$ cat src/rtl/core/cmfs_pkg.sv
// ----------------------------------------------------------------------------
// Cube map face select package
// Shared widths, codes and payload types of the cube map face selector.
// ----------------------------------------------------------------------------
`default_nettype none

package cmfs_pkg;

   localparam int COORD_BITS    = 16;
   localparam int MAG_BITS      = COORD_BITS;
   localparam int SUM_BITS      = COORD_BITS + 1;
   localparam int SIZE_BITS     = 13;
   localparam int IDX_BITS      = 12;
   localparam int NUM_BITS      = SUM_BITS + IDX_BITS;
   localparam int FACE_BITS     = 3;
   localparam int MAX_FACE_SIZE = 4096;
   localparam int CSR_ADDR_BITS = 1;

   localparam logic [FACE_BITS-1:0] FACE_POS_X = 3'd0;
   localparam logic [FACE_BITS-1:0] FACE_NEG_X = 3'd1;
   localparam logic [FACE_BITS-1:0] FACE_POS_Y = 3'd2;
   localparam logic [FACE_BITS-1:0] FACE_NEG_Y = 3'd3;
   localparam logic [FACE_BITS-1:0] FACE_POS_Z = 3'd4;
   localparam logic [FACE_BITS-1:0] FACE_NEG_Z = 3'd5;

   localparam logic [CSR_ADDR_BITS-1:0] CSR_FACE_WIDTH  = 1'b0;
   localparam logic [CSR_ADDR_BITS-1:0] CSR_FACE_HEIGHT = 1'b1;

   localparam logic [SIZE_BITS-1:0] FACE_SIZE_RESET = 13'd512;

   typedef struct packed {
      logic                 valid;
      logic [FACE_BITS-1:0] face;
      logic                 zero;
      logic [NUM_BITS-1:0]  rem_u;
      logic [NUM_BITS-1:0]  rem_v;
      logic [IDX_BITS-1:0]  q_u;
      logic [IDX_BITS-1:0]  q_v;
      logic [SUM_BITS-1:0]  den;
   } div_stage_type;

   typedef struct packed {
      logic [FACE_BITS-1:0] face;
      logic [IDX_BITS-1:0]  texel_col;
      logic [IDX_BITS-1:0]  texel_row;
      logic                 zero_vector;
   } rsp_data_type;

   function automatic logic [MAG_BITS-1:0] mag_of(input logic signed [COORD_BITS-1:0] a);
      logic [MAG_BITS-1:0] r;
      r = a[COORD_BITS-1] ? MAG_BITS'(~a + 1'b1) : MAG_BITS'(a);
      return r;
   endfunction

   function automatic logic [IDX_BITS-1:0] size_to_scale(input logic [SIZE_BITS-1:0] s);
      logic [IDX_BITS-1:0] r;
      if (s == '0) begin
         r = '0;
      end else if (s > SIZE_BITS'(MAX_FACE_SIZE)) begin
         r = IDX_BITS'(MAX_FACE_SIZE - 1);
      end else begin
         r = IDX_BITS'(s - 1'b1);
      end
      return r;
   endfunction

endpackage

`default_nettype wire

$ cat src/rtl/core/cmfs_if.sv
// ----------------------------------------------------------------------------
// Cube map face select channels
// Request and response valid/ready channels with their payloads.
// ----------------------------------------------------------------------------
`default_nettype none

interface cmfs_req_if;
   import cmfs_pkg::*;
   logic                         valid;
   logic                         ready;
   logic signed [COORD_BITS-1:0] dir_x;
   logic signed [COORD_BITS-1:0] dir_y;
   logic signed [COORD_BITS-1:0] dir_z;
   modport source (output valid, output dir_x, output dir_y, output dir_z, input ready);
   modport sink (input valid, input dir_x, input dir_y, input dir_z, output ready);
endinterface

interface cmfs_rsp_if;
   import cmfs_pkg::*;
   logic                 valid;
   logic                 ready;
   logic [FACE_BITS-1:0] face;
   logic [IDX_BITS-1:0]  texel_col;
   logic [IDX_BITS-1:0]  texel_row;
   logic                 zero_vector;
   modport source (output valid, output face, output texel_col, output texel_row,
                   output zero_vector, input ready);
   modport sink (input valid, input face, input texel_col, input texel_row,
                 input zero_vector, output ready);
endinterface

`default_nettype wire

$ cat src/rtl/core/cube_map_face_texel_select.sv
// ----------------------------------------------------------------------------
// Cube map face and texel select
// Picks the cube face hit by a direction vector and the texel within it.
// ----------------------------------------------------------------------------
// Each request item carries a signed direction (dir_x, dir_y, dir_z). Each
// response item carries the face code, the texel column and row, and a flag
// that is set, with all other fields zero, for an all-zero direction.
// The user must write the face size registers through the csr port only
// while the block is idle; the block does not enforce this. Sizes of zero
// read as one and sizes above 4096 read as 4096. An item is accepted when
// valid and ready are both high. Its result passes through four stages of
// face selection and scaling, twelve divider stages that each resolve one
// bit of both texel indices, and the output register. One item enters per
// cycle while req.ready is high. When the receiver stalls, the next item out
// of the pipeline is held in a skid register and the pipeline then freezes,
// so req.ready follows a register and no item is lost or repeated. Reset
// empties the pipeline and sets both face sizes to 512.
// ----------------------------------------------------------------------------
`default_nettype none

module cube_map_face_texel_select (
   input  wire logic                               clock,
   input  wire logic                               reset,
   cmfs_req_if.sink                                req,
   cmfs_rsp_if.source                              rsp,
   input  wire logic                               csr_we,
   input  wire logic [cmfs_pkg::CSR_ADDR_BITS-1:0] csr_addr,
   input  wire logic [cmfs_pkg::SIZE_BITS-1:0]     csr_wdata
);
   import cmfs_pkg::*;

   logic [SIZE_BITS-1:0] width_ff, height_ff;
   logic [IDX_BITS-1:0]  scale_u, scale_v;

   logic          en;
   div_stage_type front_stage, last_stage;
   rsp_data_type  last_data;
   logic          push;

   logic          out_valid_ff, out_valid_in;
   rsp_data_type  out_data_ff, out_data_in;
   logic          skid_valid_ff, skid_valid_in;
   rsp_data_type  skid_data_ff;

   always_ff @(posedge clock) begin
      if (reset) begin
         width_ff  <= FACE_SIZE_RESET;
         height_ff <= FACE_SIZE_RESET;
      end else if (csr_we) begin
         unique case (csr_addr)
            CSR_FACE_WIDTH:  width_ff  <= csr_wdata;
            CSR_FACE_HEIGHT: height_ff <= csr_wdata;
            default: ;
         endcase
      end
   end

   assign scale_u = size_to_scale(width_ff);
   assign scale_v = size_to_scale(height_ff);

   assign en        = !skid_valid_ff;
   assign req.ready = en;

   cmfs_select u_select (
      .clock     (clock),
      .reset     (reset),
      .en        (en),
      .in_valid  (req.valid),
      .dir_x     (req.dir_x),
      .dir_y     (req.dir_y),
      .dir_z     (req.dir_z),
      .scale_u   (scale_u),
      .scale_v   (scale_v),
      .out_stage (front_stage)
   );

   cmfs_div_pipe u_div_pipe (
      .clock     (clock),
      .reset     (reset),
      .en        (en),
      .in_stage  (front_stage),
      .out_stage (last_stage)
   );

   always_comb begin
      last_data.face        = last_stage.zero ? FACE_POS_X : last_stage.face;
      last_data.texel_col   = last_stage.zero ? '0 : last_stage.q_u;
      last_data.texel_row   = last_stage.zero ? '0 : last_stage.q_v;
      last_data.zero_vector = last_stage.zero;
      push = en && last_stage.valid;
   end

   always_comb begin
      out_valid_in  = out_valid_ff;
      out_data_in   = out_data_ff;
      skid_valid_in = skid_valid_ff;
      if (!out_valid_ff || rsp.ready) begin
         out_valid_in  = skid_valid_ff || push;
         out_data_in   = skid_valid_ff ? skid_data_ff : last_data;
         skid_valid_in = 1'b0;
      end else if (push) begin
         skid_valid_in = 1'b1;
      end
   end

   always_ff @(posedge clock) begin
      if (reset) begin
         out_valid_ff  <= 1'b0;
         skid_valid_ff <= 1'b0;
      end else begin
         out_valid_ff  <= out_valid_in;
         skid_valid_ff <= skid_valid_in;
      end
   end

   always_ff @(posedge clock) begin
      out_data_ff <= out_data_in;
      if (push) begin
         skid_data_ff <= last_data;
      end
   end

   assign rsp.valid       = out_valid_ff;
   assign rsp.face        = out_data_ff.face;
   assign rsp.texel_col   = out_data_ff.texel_col;
   assign rsp.texel_row   = out_data_ff.texel_row;
   assign rsp.zero_vector = out_data_ff.zero_vector;

endmodule

`default_nettype wire

$ cat src/rtl/core/cmfs_select.sv
// ----------------------------------------------------------------------------
// Cube map face select front end
// Registers the direction, picks the face and face coordinates, offsets them
// and scales them by the face size to form the dividends.
// ----------------------------------------------------------------------------
`default_nettype none

module cmfs_select (
   input  wire logic                                 clock,
   input  wire logic                                 reset,
   input  wire logic                                 en,
   input  wire logic                                 in_valid,
   input  wire logic signed [cmfs_pkg::COORD_BITS-1:0] dir_x,
   input  wire logic signed [cmfs_pkg::COORD_BITS-1:0] dir_y,
   input  wire logic signed [cmfs_pkg::COORD_BITS-1:0] dir_z,
   input  wire logic [cmfs_pkg::IDX_BITS-1:0]        scale_u,
   input  wire logic [cmfs_pkg::IDX_BITS-1:0]        scale_v,
   output cmfs_pkg::div_stage_type                   out_stage
);
   import cmfs_pkg::*;

   logic                         s1_valid_ff;
   logic signed [COORD_BITS-1:0] s1_x_ff, s1_y_ff, s1_z_ff;

   logic                         s2_valid_ff;
   logic [FACE_BITS-1:0]         s2_face_ff, s2_face_in;
   logic                         s2_zero_ff, s2_zero_in;
   logic signed [SUM_BITS-1:0]   s2_uc_ff, s2_uc_in, s2_vc_ff, s2_vc_in;
   logic [MAG_BITS-1:0]          s2_m_ff, s2_m_in;

   logic                         s3_valid_ff;
   logic [FACE_BITS-1:0]         s3_face_ff;
   logic                         s3_zero_ff;
   logic [SUM_BITS-1:0]          s3_cu_ff, s3_cu_in, s3_cv_ff, s3_cv_in, s3_den_ff, s3_den_in;

   div_stage_type                s4_ff, s4_in;

   logic [MAG_BITS-1:0]          ax, ay, az;
   logic signed [SUM_BITS-1:0]   ex, ey, ez;

   always_ff @(posedge clock) begin
      if (reset) begin
         s1_valid_ff <= 1'b0;
         s2_valid_ff <= 1'b0;
         s3_valid_ff <= 1'b0;
         s4_ff.valid <= 1'b0;
      end else if (en) begin
         s1_valid_ff <= in_valid;
         s2_valid_ff <= s1_valid_ff;
         s3_valid_ff <= s2_valid_ff;
         s4_ff.valid <= s3_valid_ff;
      end
   end

   always_comb begin
      ax = mag_of(s1_x_ff);
      ay = mag_of(s1_y_ff);
      az = mag_of(s1_z_ff);
      ex = SUM_BITS'(s1_x_ff);
      ey = SUM_BITS'(s1_y_ff);
      ez = SUM_BITS'(s1_z_ff);
      s2_zero_in = (ax == '0) && (ay == '0) && (az == '0);
      if ((ax >= ay) && (ax >= az)) begin
         s2_m_in    = ax;
         s2_uc_in   = s1_x_ff[COORD_BITS-1] ? ez : -ez;
         s2_vc_in   = ey;
         s2_face_in = s1_x_ff[COORD_BITS-1] ? FACE_NEG_X : FACE_POS_X;
      end else if (ay >= az) begin
         s2_m_in    = ay;
         s2_uc_in   = ex;
         s2_vc_in   = s1_y_ff[COORD_BITS-1] ? ez : -ez;
         s2_face_in = s1_y_ff[COORD_BITS-1] ? FACE_NEG_Y : FACE_POS_Y;
      end else begin
         s2_m_in    = az;
         s2_uc_in   = s1_z_ff[COORD_BITS-1] ? -ex : ex;
         s2_vc_in   = ey;
         s2_face_in = s1_z_ff[COORD_BITS-1] ? FACE_NEG_Z : FACE_POS_Z;
      end
   end

   always_comb begin
      s3_cu_in  = $unsigned(s2_uc_ff) + {1'b0, s2_m_ff};
      s3_cv_in  = $unsigned(s2_vc_ff) + {1'b0, s2_m_ff};
      s3_den_in = {s2_m_ff, 1'b0};
   end

   always_comb begin
      s4_in.valid = s3_valid_ff;
      s4_in.face  = s3_face_ff;
      s4_in.zero  = s3_zero_ff;
      s4_in.rem_u = NUM_BITS'(s3_cu_ff) * NUM_BITS'(scale_u);
      s4_in.rem_v = NUM_BITS'(s3_cv_ff) * NUM_BITS'(scale_v);
      s4_in.q_u   = '0;
      s4_in.q_v   = '0;
      s4_in.den   = s3_den_ff;
   end

   always_ff @(posedge clock) begin
      if (en) begin
         s1_x_ff    <= dir_x;
         s1_y_ff    <= dir_y;
         s1_z_ff    <= dir_z;
         s2_face_ff <= s2_face_in;
         s2_zero_ff <= s2_zero_in;
         s2_uc_ff   <= s2_uc_in;
         s2_vc_ff   <= s2_vc_in;
         s2_m_ff    <= s2_m_in;
         s3_face_ff <= s2_face_ff;
         s3_zero_ff <= s2_zero_ff;
         s3_cu_ff   <= s3_cu_in;
         s3_cv_ff   <= s3_cv_in;
         s3_den_ff  <= s3_den_in;
         s4_ff.face  <= s4_in.face;
         s4_ff.zero  <= s4_in.zero;
         s4_ff.rem_u <= s4_in.rem_u;
         s4_ff.rem_v <= s4_in.rem_v;
         s4_ff.q_u   <= s4_in.q_u;
         s4_ff.q_v   <= s4_in.q_v;
         s4_ff.den   <= s4_in.den;
      end
   end

   assign out_stage = s4_ff;

endmodule

`default_nettype wire

$ cat src/rtl/core/cmfs_div_pipe.sv
// ----------------------------------------------------------------------------
// Cube map face select divider pipeline
// Restoring division of both dividends by the shared divisor, one quotient
// bit per register stage, most significant bit first.
// ----------------------------------------------------------------------------
`default_nettype none

module cmfs_div_pipe (
   input  wire logic              clock,
   input  wire logic              reset,
   input  wire logic              en,
   input  cmfs_pkg::div_stage_type in_stage,
   output cmfs_pkg::div_stage_type out_stage
);
   import cmfs_pkg::*;

   div_stage_type stage_ff [IDX_BITS];
   div_stage_type stage_in [IDX_BITS];

   for (genvar k = 0; k < IDX_BITS; k++) begin : g_stage
      localparam int SHIFT = IDX_BITS - 1 - k;
      div_stage_type src;
      logic [NUM_BITS-1:0] trial;
      logic take_u, take_v;

      if (k == 0) begin : g_first
         assign src = in_stage;
      end else begin : g_next
         assign src = stage_ff[k-1];
      end

      always_comb begin
         trial  = NUM_BITS'(src.den) << SHIFT;
         take_u = src.rem_u >= trial;
         take_v = src.rem_v >= trial;
         stage_in[k]       = src;
         stage_in[k].rem_u = take_u ? src.rem_u - trial : src.rem_u;
         stage_in[k].rem_v = take_v ? src.rem_v - trial : src.rem_v;
         stage_in[k].q_u   = {src.q_u[IDX_BITS-2:0], take_u};
         stage_in[k].q_v   = {src.q_v[IDX_BITS-2:0], take_v};
      end

      always_ff @(posedge clock) begin
         if (reset) begin
            stage_ff[k].valid <= 1'b0;
         end else if (en) begin
            stage_ff[k].valid <= stage_in[k].valid;
         end
      end

      always_ff @(posedge clock) begin
         if (en) begin
            stage_ff[k].face  <= stage_in[k].face;
            stage_ff[k].zero  <= stage_in[k].zero;
            stage_ff[k].rem_u <= stage_in[k].rem_u;
            stage_ff[k].rem_v <= stage_in[k].rem_v;
            stage_ff[k].q_u   <= stage_in[k].q_u;
            stage_ff[k].q_v   <= stage_in[k].q_v;
            stage_ff[k].den   <= stage_in[k].den;
         end
      end
   end

   assign out_stage = stage_ff[IDX_BITS-1];

endmodule

`default_nettype wire
$ cat src/flat_wrapper.sv
// flat-port wrapper written by rule: the top's interface ports become plain ports
module cube_map_face_texel_select_flat import cmfs_pkg::*;
  (clock, reset, csr_we, csr_addr, csr_wdata, req_valid, req_dir_x, req_dir_y, req_dir_z, req_ready, rsp_valid, rsp_face, rsp_texel_col, rsp_texel_row, rsp_zero_vector, rsp_ready);
  cmfs_req_if req_i ();
  cmfs_rsp_if rsp_i ();
  input  wire logic clock;
  input  wire logic reset;
  input  wire logic csr_we;
  input  wire logic [cmfs_pkg::CSR_ADDR_BITS-1:0] csr_addr;
  input  wire logic [cmfs_pkg::SIZE_BITS-1:0] csr_wdata;
  input wire logic [$bits(req_i.valid)-1:0] req_valid;
  input wire logic [$bits(req_i.dir_x)-1:0] req_dir_x;
  input wire logic [$bits(req_i.dir_y)-1:0] req_dir_y;
  input wire logic [$bits(req_i.dir_z)-1:0] req_dir_z;
  output wire logic [$bits(req_i.ready)-1:0] req_ready;
  output wire logic [$bits(rsp_i.valid)-1:0] rsp_valid;
  output wire logic [$bits(rsp_i.face)-1:0] rsp_face;
  output wire logic [$bits(rsp_i.texel_col)-1:0] rsp_texel_col;
  output wire logic [$bits(rsp_i.texel_row)-1:0] rsp_texel_row;
  output wire logic [$bits(rsp_i.zero_vector)-1:0] rsp_zero_vector;
  input wire logic [$bits(rsp_i.ready)-1:0] rsp_ready;
  assign req_i.valid = req_valid;
  assign req_i.dir_x = req_dir_x;
  assign req_i.dir_y = req_dir_y;
  assign req_i.dir_z = req_dir_z;
  assign req_ready = req_i.ready;
  assign rsp_valid = rsp_i.valid;
  assign rsp_face = rsp_i.face;
  assign rsp_texel_col = rsp_i.texel_col;
  assign rsp_texel_row = rsp_i.texel_row;
  assign rsp_zero_vector = rsp_i.zero_vector;
  assign rsp_i.ready = rsp_ready;
  cube_map_face_texel_select u_core (.clock(clock), .reset(reset), .req(req_i), .rsp(rsp_i), .csr_we(csr_we), .csr_addr(csr_addr), .csr_wdata(csr_wdata));
endmodule
$ cat config.mk
export PLATFORM = sky130hd
export DESIGN_NAME = cube_map_face_texel_select_flat
export DESIGN_NICKNAME = d
export VERILOG_FILES = /design/src/rtl/core/cmfs_pkg.sv /design/src/rtl/core/cmfs_if.sv /design/src/rtl/core/cube_map_face_texel_select.sv /design/src/rtl/core/cmfs_select.sv /design/src/rtl/core/cmfs_div_pipe.sv /design/src/flat_wrapper.sv
export SDC_FILE = /design/constraint.sdc
export NUM_CORES = 2
export LEC_CHECK = 0
export ABC_CLOCK_PERIOD_IN_PS = 67400
export BUFFER_PORTS_ARGS = -buffer_cell sky130_fd_sc_hd__buf_4
export CORE_AREA = 2 2 410 412
export CTS_BUF_LIST = sky130_fd_sc_hd__clkbuf_8 sky130_fd_sc_hd__clkbuf_16
export DETAILED_ROUTE_END_ITERATION = 8
export DIE_AREA = 0 0 412 414
export PLACE_DENSITY = 0.77
export SETUP_SLACK_MARGIN = 0.15
export SYNTH_ARGS = -nofsm -noshare
export SYNTH_HDL_FRONTEND = slang
export SYNTH_HIERARCHICAL = 1
export SYNTH_SLANG_ARGS = --single-unit
$ cat constraint.sdc
create_clock -name clock -period 67.4 [get_ports clock]
set_input_delay 6.74 -clock clock [delete_from_list [all_inputs] [get_ports clock]]
set_output_delay 6.74 -clock clock [all_outputs]
set_load 0.02 [all_outputs]
==> reports/qor.yml <==
netlist_area_um2: 86700
crit_fanout: 50
drtIter0Drc: 5312
cts.sinks: 1363
yosys_warnings: 6
die_w_um: 412
end_kind: "output port"
period_needed_ns: 8.64
antennaDiodeCount: 0
cts_tree: "built"
htreeDepth: 4
drc_errors: 0
layout_commonest_cell: "edfxtp_1"
clock.fmax_mhz: 116
overflow: 0
required_ns: 60.66
grt_use_total_pct: 25.0
crit_start: "u_core/skid_valid_ff"
status: "finished, final reports clean"
finalCoreUtilization_pct: 57.1
finalHoldViolations: 0
avgSynthCellArea_um2: 10.9
hold_path_class: "reg2reg"
max_cap_violations: 0
worstMarginPinSlew_ns: 1.20
slew_headroom_pct: 20.1
viasPerCell: 5.82
dpl.hpwl_mm: 166
r2r-end: "u_core/u_select/out_stage[66]"
port_buffers: 96
fin_skew_ns: 0.0558
vias: 60400
cts_hold_buf: 0
die_h_um: 414
layout_common_cells: "1331 x edfxtp_1, 809 x inv_1, 798 x nand2_1"
hold_slack_ns: 0.387
placed_cells: 10100
syn-num-nets: 8979
critPathCapture: "req_ready"
multiInputGateArea_um2: 42300
setup_tns_ns: 0
setup_viol: 0
cp-start-kind: "flop"
rr_startpoint: "u_core/height_ff[0]"
placement_rows: 150
start_util_pct: 52.1
reg2reg_slack_ns: 59.98
clock_path_buffers: 3
path_clk_slew_ns: 0.06
synthToLayoutAreaGrowth_pct: 9.56
arrival_ns: 1.90
clock_latency_ns: 0.80
nets: 9064
fin_cells: 10400
grt_pass1_vias: 59900
io_pins: 97
wl_mm: 215
register_area_um2: 40600
worst-setup-path-type: "reg2out"
ant_nets: 0
grt_max_degree: 170
grt_pass1_wl_mm: 333
gp_congestion: 0.940
final_layout_size_suffix_gt1_share_pct: 7.29
fin_crit_sh_pct: 12.8
clockRootBuffer: "clkbuf_16"
wl_per_cell_um: 20.8
cts_resized: 0
rsz0062_at_grt: "false"
maxSlewViolCount: 0
antenna_found_initial: 3
core_area_um2: 166000
fillers: 13700
post-cts-setup-buffer-count: 0
rr_worst_depth: 25
numCtsBuffers: 150
drtPass1Iterations: 6
fp.dieArea_um2: 171000
min_path_cells: 0
netlist_instances: 7957
-- critical path, cell delays in order, from the launching register on --
cell,delay [ns]
dfxtp_1,0.39
inv_8,0.32
buf_4,0.26
-- worst min path at each step --
stage | from | to | slack [ns]
3_3_place_gp | u_core/u_div_pipe/stage_ff[0][332] | u_core/u_div_pipe/stage_ff[1][21] | 0.40
3_5_place_dp | u_core/u_div_pipe/stage_ff[1][20] | u_core/u_div_pipe/stage_ff[1][125] | 0.40
6_report | u_core/u_div_pipe/stage_ff[0][99] | u_core/u_div_pipe/stage_ff[0][203] | 0.39
5_1_grt | u_core/u_div_pipe/stage_ff[0][99] | u_core/u_div_pipe/stage_ff[0][203] | 0.39
2_1_floorplan | u_core/u_select/out_stage[100] | u_core/u_div_pipe/stage_ff[0][100] | 0.40
4_1_cts | u_core/u_div_pipe/stage_ff[0][99] | u_core/u_div_pipe/stage_ff[0][203] | 0.38
-- cell type report --
class	count	share of cell area, %
multi-input combinational	5585	44.5
sequential	1363	42.8
clock buffer	152	3.99
inverter	789	3.13
tap	2204	2.90
clock inverter	123	1.40
timing repair buffer	153	1.25
-- through the flow --
step	setup WS, ns	area, um^2
after floorplan	25.91	86700
after global placement	59.55	89800
after detailed placement	59.58	89800
after CTS	58.68	94900
after global routing	58.66	94900
final	58.76	94900
-- registers in the layout, indices dropped and copies added (netlist names), 3 cells and up --
| register | cells |
|---|---|
| u_core/height_ff | 13 |
| u_core/rsp.face | 3 |
| u_core/rsp.texel_col | 12 |
| u_core/rsp.texel_row | 12 |
| u_core/skid_data_ff | 28 |
| u_core/u_div_pipe/stage_ff | 1041 |
| u_core/u_select/out_stage | 79 |
| u_core/u_select/s1_x_ff | 16 |
| u_core/u_select/s1_y_ff | 16 |
| u_core/u_select/s1_z_ff | 16 |
| u_core/u_select/s2_face_ff | 3 |
| u_core/u_select/s2_m_ff | 16 |
| u_core/u_select/s2_uc_ff | 17 |
| u_core/u_select/s2_vc_ff | 17 |
| u_core/u_select/s3_cu_ff | 17 |
| u_core/u_select/s3_cv_ff | 17 |
| u_core/u_select/s3_den_ff | 16 |
| u_core/u_select/s3_face_ff | 3 |
| u_core/width_ff | 13 |
-- routing by layer --
layer | vias up | wire (um) | GRT usage [%] | part of all wire (%)
li1 | 28500 | - | - | -
met1 | 29500 | 86600 | 31.5 | 40
met2 | 1940 | 108000 | 43.5 | 50
met3 | 484 | 11500 | 3.03 | 5.3
met4 | 2 | 9070 | 10.2 | 4.2
met5 | - | 13 | 0 | 0.0060
Power is left out: the tool's default activity adds up to more than one toggle a clock period on the data nets, which glitch-free logic cannot reach.
